===== src/rtl/gppt_pkg.sv =====
// Shared constants, codes and the command record for the guest page permission table.
package gppt_pkg;

	localparam int DEF_PAGE_SHIFT = 12;
	localparam int DEF_MAX_PAGES  = 256;

	localparam int IN_W  = 144;
	localparam int OUT_W = 264;

	localparam logic [2:0] ACT_MAP     = 3'd0;
	localparam logic [2:0] ACT_UNMAP   = 3'd1;
	localparam logic [2:0] ACT_PROTECT = 3'd2;
	localparam logic [2:0] ACT_READ    = 3'd3;
	localparam logic [2:0] ACT_WRITE   = 3'd4;
	localparam logic [2:0] ACT_POP     = 3'd5;
	localparam logic [2:0] ACT_FETCH   = 3'd6;
	localparam logic [2:0] ACT_FIND    = 3'd7;

	localparam logic [2:0] ST_OK         = 3'd0;
	localparam logic [2:0] ST_INVALID    = 3'd1;
	localparam logic [2:0] ST_OVERLAP    = 3'd2;
	localparam logic [2:0] ST_UNMAPPED   = 3'd3;
	localparam logic [2:0] ST_PROTECTION = 3'd4;
	localparam logic [2:0] ST_NOMEM      = 3'd5;

	localparam logic [2:0] P_NONE  = 3'd0;
	localparam logic [2:0] P_READ  = 3'd1;
	localparam logic [2:0] P_WRITE = 3'd2;
	localparam logic [2:0] P_EXEC  = 3'd4;

	localparam logic [63:0] FETCH_LEN = 64'd4;

	typedef struct packed {
		logic [2:0]  action;
		logic [63:0] addr;
		logic [63:0] len;
		logic [63:0] end_m1;
		logic [2:0]  prot;
		logic [2:0]  max_prot;
		logic        jit;
		logic        replace;
		logic        thr;
		logic        locked;
		logic        rng_ok;
		logic        wrap;
		logic        misal;
	} cmd_t;

	function automatic logic [2:0] access_perm(input logic [2:0] act);
		logic [2:0] p;
		unique case (act)
			ACT_READ:  p = P_READ;
			ACT_WRITE: p = P_WRITE;
			ACT_FETCH: p = P_EXEC;
			default:   p = P_NONE;
		endcase
		return p;
	endfunction

endpackage


===== src/rtl/gppt_front.sv =====
// Front end: accepts request beats, classifies them and queues commands.
module gppt_front #(
	parameter int PAGE_SHIFT = gppt_pkg::DEF_PAGE_SHIFT
) (
	input  logic                    clk,
	input  logic                    arst_n,
	input  logic                    s_tvalid,
	output logic                    s_tready,
	input  logic [gppt_pkg::IN_W-1:0] s_tdata,
	input  logic [2:0]              s_tuser,
	output logic                    cmd_valid,
	input  logic                    cmd_pop,
	output gppt_pkg::cmd_t          cmd
);
	import gppt_pkg::*;

	cmd_t       ent_q [2];
	logic       wr_ptr_q, rd_ptr_q;
	logic [1:0] cnt_q;
	cmd_t       cls;
	logic [63:0] a, n;
	logic       push;

	always_comb begin
		a = s_tdata[63:0];
		n = (s_tuser == ACT_FETCH) ? FETCH_LEN : s_tdata[127:64];
		cls.action   = s_tuser;
		cls.addr     = a;
		cls.len      = n;
		cls.end_m1   = a + n - 64'd1;
		cls.prot     = s_tdata[130:128];
		cls.max_prot = s_tdata[133:131];
		cls.jit      = s_tdata[134];
		cls.replace  = s_tdata[135];
		cls.thr      = s_tdata[136] && (s_tuser == ACT_WRITE || s_tuser == ACT_FETCH);
		cls.locked   = s_tdata[137];
		cls.wrap     = n > ~a;
		cls.rng_ok   = (n != 64'd0) && (a[PAGE_SHIFT-1:0] == '0) &&
			(n[PAGE_SHIFT-1:0] == '0) && !cls.wrap;
		cls.misal    = (s_tuser == ACT_FETCH) && (a[1:0] != 2'd0);
	end

	assign s_tready  = (cnt_q != 2'd2);
	assign push      = s_tvalid && s_tready;
	assign cmd_valid = (cnt_q != 2'd0);
	assign cmd       = ent_q[rd_ptr_q];

	always_ff @(posedge clk) begin
		if (push) begin
			ent_q[wr_ptr_q] <= cls;
		end
	end

	always_ff @(posedge clk or negedge arst_n) begin
		if (!arst_n) begin
			wr_ptr_q <= 1'b0;
			rd_ptr_q <= 1'b0;
			cnt_q    <= 2'd0;
		end else begin
			if (push) wr_ptr_q <= !wr_ptr_q;
			if (cmd_pop) rd_ptr_q <= !rd_ptr_q;
			cnt_q <= cnt_q + {1'b0, push} - {1'b0, cmd_pop};
		end
	end
endmodule


===== config.mk =====
export PLATFORM = sky130hd
export DESIGN_NAME = gppt_front
export DESIGN_NICKNAME = d
export VERILOG_FILES = /design/src/rtl/gppt_pkg.sv /design/src/rtl/gppt_front.sv
export SDC_FILE = /design/constraint.sdc
export NUM_CORES = 1
export LEC_CHECK = 0
export BUFFER_PORTS_ARGS = -buffer_cell sky130_fd_sc_hd__buf_2
export CORE_ASPECT_RATIO = 1.1
export CORE_UTILIZATION = 30
export CTS_CLUSTER_DIAMETER = 40
export DETAILED_ROUTE_END_ITERATION = 6
export SYNTH_ARGS = -nofsm -noshare
export SYNTH_HDL_FRONTEND = slang
export SYNTH_SLANG_ARGS = --single-unit

===== constraint.sdc =====
create_clock -name clk -period 14.1 [get_ports clk]
set_input_delay 2.115 -clock clk [delete_from_list [all_inputs] [get_ports clk]]
set_output_delay 2.115 -clock clk [all_outputs]
set_load 0.01 [all_outputs]

Word-level counts from Yosys, hierarchy flattened
Memory sizes are Yosys's and may differ from the RTL's.
Cells that the tools add are included.

cells by class
  add/subtract/negate cells = 4
  order comparisons = 1
  equal/unequal tests = 3
  mux-type cells = 3
  bitwise operators = 1
  reductions and logical operators = 15

operator list
  cell                                                 number
  adder 64 bit                                         1
  > comparator 64 bit                                  1
  two-way mux 64 bit                                   1
  NOT 64 bit                                           1
  nonzero test 64 bit                                  1
  subtractor 64 x 1 -> 64 bit (second input constant)  1
  logical NOT 12 bit                                   2
  equality test 3 bit (second input constant)          2
  logical AND 1 bit                                    6
  nonzero test 2 bit                                   2
  logical NOT 1 bit                                    3
  adder 2 x 1 -> 2 bit                                 1
  two-way mux 1 bit                                    2
  inequality test 2 bit (second input constant)        1
  subtractor 2 x 1 -> 2 bit                            1
  logical OR 1 bit                                     1

word-level totals
  register bits after elaboration = 4
  RAM bits = 416
  bits of input ports = 151
  output and inout bits = 210
  word-level logic and storage cells = 31
  memories = 1

memories
  name   words  bits a word  read ports  clocked after Yosys merged registers in  wr ports  line              RTL
  ent_q  2      208          1           0                                        1         gppt_front.sv:17  cmd_t ent_q [2];

Longest topological paths before layout
  depth after elaboration = 6
  mapped depth = 17
  mapped depth without buffers = 15

Worst setup path after synthesis
No wires, ideal clock.

  kind = input-to-reg
  from = input s_tvalid
  to = memory ent_q[0][0] in the netlist's numbering (enable)
  library setup time = 780 ps
  data arrival time = 10832 ps
  required time = 13320 ps
  slack = 2488 ps
  cell stages on the path = 2
  path buffers = 0
  cell sequence = nand2_1 nor2_1

on the way
  word-level cells in the longest chain between the ends = 3

ends and longest elaborated chain
  what                                     line              RTL
  start, declared                          gppt_front.sv:7   input logic s_tvalid,
  logical AND 1 bit                        gppt_front.sv:44  assign push = s_tvalid && s_tready;
  two-way mux 1 bit                        gppt_front.sv:49  if (push) begin
  two-way mux 1 bit (implied by the code)  gppt_front.sv:50  ent_q[wr_ptr_q] <= cls;
  end, declared                            gppt_front.sv:17

Every way passes these cells.

==> results.py <==
metrics = {
    "cells_and_area": {
        "layout.nets": 2518,
        "fin_cells": 3187,
        "multiInputGateArea_sq_um": 8645,
        "fill_cells": 7116,
        "layout-area-overhead-vs-synth_pct": 23.17,
        "layout.cells.most_common": "sky130_fd_sc_hd__edfxtp_1",
        "seq_area_sq_um": 12600,
        "layout.cells.most_common_list": "sky130_fd_sc_hd__edfxtp_1, sky130_fd_sc_hd__buf_2, sky130_fd_sc_hd__inv_1",
        "drive_above_1_share_pct": 31.81,
    },
    "setup_path": {
        "reg2reg_setup_slack_ns": 11.05,
        "critPathKind": "in2reg",
        "reg2reg_to": "ent_q[1][177]$_DFFE_PP_",
        "critPathRequiredTime_ns": 14.45,
        "arrival_ns": 7.64,
        "crit_path_end": "ent_q[1][73]$_DFFE_PP_",
        "r2r.worst_path.cells": 4,
        "crit_path_start_kind": "input pin",
        "crit_path_start": "s_tuser[0]",
        "critPathCaptureType": "register",
        "r2r_start": "cnt_q[1]$_DFF_PN0_",
        "timing.critical_path.fanout_max": 38,
    },
    "cts": {
        "clk_root_buffer_cell": "sky130_fd_sc_hd__clkbuf_16",
        "cts.sink_count": 420,
        "insertion_delay_ns": 0.59,
        "cts_max_path_buffers": 3,
        "clk_pin_slew_ns": 0.05,
        "cts_made_buffers": 72,
        "htree_num_levels": 3,
        "cts_tree": "yes",
        "post_cts_resize_count": 0,
        "cts_setup_buffers": 0,
        "post_cts_hold_buffer_count": 0,
    },
    "synth": {
        "synth-compound-area-share_pct": 8.259,
        "xor_and_xnor_area_share_after_synthesis_pct": 2.419,
        "ys_seq_elements": 420,
        "synth-main-ff-cell": "sky130_fd_sc_hd__edfxtp_1",
        "yosysWarnings": 0,
        "dominant_combinational_cell_family_by_area_after_synthesis": "adder cells",
        "syn_avg_cell_area_sq_um": 12.53,
        "ys_types": 68,
        "asyncSetResetFlopFracSynth_pct": 0.9524,
        "muxShareOfSynthArea_pct": 10.48,
        "synth_area_sq_um": 22450,
        "synth_simple_gate_area_share_pct": 6.520,
        "post_synth_fa_ha_maj_area_fraction_pct": 10.77,
        "postSynthNetCount": 2135,
        "synth_seq_area_share_pct": 56.08,
        "netlist_instances": 1792,
        "edff_count_synth": 416,
    },
    "sta": {
        "period_share_pct": 51.69,
        "number_of_endpoints_failing_setup_at_the_final_stage": 0,
        "slew_margin_rel_pct": 32.05,
        "worstMarginPinSlew_ns": 1.019,
        "unrepaired_setup_endpoints_after_global_routing": "no",
        "finalClockSkew_ns": 0.01091,
        "period_needed_ns": 7.288,
        "setup_tns_ns": 0,
        "timing_hold_violations_final": 0,
        "max_clock_freq_mhz": 137.2,
        "setup_slack_ns": 6.812,
        "final-max-slew-violation-count": 0,
    },
    "global_routing": {
        "antenna_found_initial": 3,
        "groute.usage.overall_pct": 15.99,
        "grt-ovfl-total": 0,
        "first_pass_grt_wire_length_microns": 92780,
        "grt_max_degree": 68,
        "grt_pass1_vias": 15700,
    },
    "routing": {
        "drt_first_iter_violations": 882,
        "wl_microns": 62270,
        "drt_drc_violations_left": 0,
        "detail_route.vias_per_cell": 4.793,
        "ant_nets": 0,
        "dr_total_vias": 15280,
        "detailedRoute.firstPassIterationCount": 5,
        "post_drt_wl_per_cell_microns": 19.54,
    },
    "placed_design": {
        "dp_slack_ns": 6.240,
        "dp_hpwl_microns": 46830,
        "port_buffers": 354,
        "place.detailed.instances": 3055,
        "gp_congestion": 0.8609,
    },
    "floorplanning": {
        "floorplan.core_area_sq_um": 73650,
        "floorplan.die_area_sq_um": 75940,
        "design.portCount": 361,
        "initial_util_pct": 30.49,
        "die_x_microns": 262.8,
        "die_height_microns": 288.9,
        "std_cell_rows": 104,
    },
    "pwr": {
        "p_leak_uw": 0.01158,
        "powerDensity_nw_per_um2": 189.7,
        "post-layout-total-power_uw": 5245,
        "peak_ir_drop_on_the_vdd_network_mv": 0.1110,
    },
    "status": {
        "status": "complete, no violations",
    },
    "hold_path": {
        "holdPathStages": 1,
        "timing.hold.worst.class": "reg2reg",
    },
    "run": {
        "max-cap-violations": 0,
    },
}
[Yosys cell counts, types with 6 or more instances]
| library cell | number | area (sq um) |
|---|---|---|
| sky130_fd_sc_hd__o21bai_1 | 23 | 172.7 |
| sky130_fd_sc_hd__nand3_1 | 14 | 70.07 |
| sky130_fd_sc_hd__and2_1 | 6 | 37.54 |
| sky130_fd_sc_hd__nor4_1 | 21 | 131.4 |
| sky130_fd_sc_hd__a31oi_1 | 11 | 68.82 |
| sky130_fd_sc_hd__xnor2_1 | 36 | 315.3 |
| sky130_fd_sc_hd__ha_1 | 190 | 2377 |
| sky130_fd_sc_hd__inv_1 | 263 | 987.2 |
| sky130_fd_sc_hd__nor2b_1 | 7 | 43.79 |
| sky130_fd_sc_hd__nand2b_1 | 7 | 43.79 |
| sky130_fd_sc_hd__o21a_1 | 6 | 45.04 |
| sky130_fd_sc_hd__mux2_2 | 209 | 2354 |
| sky130_fd_sc_hd__a21o_1 | 48 | 360.4 |
| sky130_fd_sc_hd__edfxtp_1 | 416 | 12490 |
| sky130_fd_sc_hd__a211oi_1 | 10 | 75.07 |
| sky130_fd_sc_hd__nand4_1 | 37 | 231.5 |
| sky130_fd_sc_hd__nand2_1 | 118 | 442.9 |
| sky130_fd_sc_hd__o21ai_1 | 6 | 30.03 |
| sky130_fd_sc_hd__nor2_1 | 51 | 191.4 |
| sky130_fd_sc_hd__or2_2 | 6 | 37.54 |
| sky130_fd_sc_hd__clkbuf_1 | 47 | 176.4 |
| sky130_fd_sc_hd__a21oi_1 | 100 | 500.5 |
| sky130_fd_sc_hd__xor2_1 | 26 | 227.7 |
| sky130_fd_sc_hd__o21ai_0 | 32 | 160.2 |
| sky130_fd_sc_hd__nor3_1 | 18 | 90.09 |
| sky130_fd_sc_hd__buf_2 | 7 | 35.03 |
[flip-flops by register name (all words and copies together) (netlist names)]
name and flops:
cnt_q 2, rd_ptr_q 1, wr_ptr_q 1, ent_q 416
[worst min-delay path by stage]
stage                       startpoint                 end  slack, ns
floorplan           cnt_q[1]$_DFF_PN0_  cnt_q[1]$_DFF_PN0_       0.46
global placement    cnt_q[1]$_DFF_PN0_  cnt_q[1]$_DFF_PN0_       0.48
detailed placement  cnt_q[1]$_DFF_PN0_  cnt_q[1]$_DFF_PN0_       0.49
CTS                 cnt_q[1]$_DFF_PN0_  cnt_q[1]$_DFF_PN0_       0.50
global route        cnt_q[1]$_DFF_PN0_  cnt_q[1]$_DFF_PN0_       0.51
finish              cnt_q[1]$_DFF_PN0_  cnt_q[1]$_DFF_PN0_       0.49
[critical path, cell delays in order]
cell and delay, ns:
sky130_fd_sc_hd__buf_2 0.10, sky130_fd_sc_hd__nand3b_1 0.14, sky130_fd_sc_hd__buf_4 0.38, sky130_fd_sc_hd__buf_4 0.49, sky130_fd_sc_hd__nand2_1 0.16, sky130_fd_sc_hd__ha_1 0.36
sky130_fd_sc_hd__inv_1 0.05, sky130_fd_sc_hd__ha_1 0.37, sky130_fd_sc_hd__o211ai_1 0.14, sky130_fd_sc_hd__o211ai_1 0.44, sky130_fd_sc_hd__nand4b_1 0.29, sky130_fd_sc_hd__a2111oi_2 0.74
sky130_fd_sc_hd__o21ai_1 0.24, sky130_fd_sc_hd__a211oi_1 0.74, sky130_fd_sc_hd__o21a_1 0.29, sky130_fd_sc_hd__o21ai_0 0.09, sky130_fd_sc_hd__a211oi_1 0.40
[per-stage QoR]
step                instance area (sq um)  utilization (%)  hold WS [ns]
floorplan                           22450                -        0.4604
global placement                    25290            34.34        0.4805
detailed placement                  25290            34.34        0.4873
CTS                                 27650            37.54        0.4976
global route                        27650            37.55        0.5099
finish                              27650            37.55        0.4950
[cell families after synthesis]
family,Yosys count
flops,420
mux,209
xor+xnor,62
fa+ha+maj,192
compound gates,284
buf+inv,321
simple gates,304
[cell type report]
cell class | count | area share, %
Antenna cell | 1 | 0.009049
Clock buffer | 81 | 6.714
Clock inverter | 50 | 1.823
Inverter | 263 | 3.570
Multi-Input combinational cell | 1051 | 31.26
Sequential cell | 420 | 45.55
Tap cell | 954 | 4.316
Timing Repair Buffer | 367 | 6.760
[report_power, final]
group / internal, uW / leakage [uW] / switching [uW]
sequential: 1780 / 0.00392 / 83.8
combinational: 691 / 0.00652 / 1010
clock: 1040 / 0.00114 / 633
total: 3510 / 0.0116 / 1730
[layer usage]
metal  share of wire, %  vias to the layer above  wire [microns]  track usage (%)
li1                   -                     7240               -                -
met4                2.4                        2            1472            5.307
met2                 51                      418           31520            28.24
met1                 42                     7520           26170            19.59
met3                5.0                       96            3095            3.077
met5              0.021                        -              13                0
Note: power is estimated with default switching activity, not from simulation.
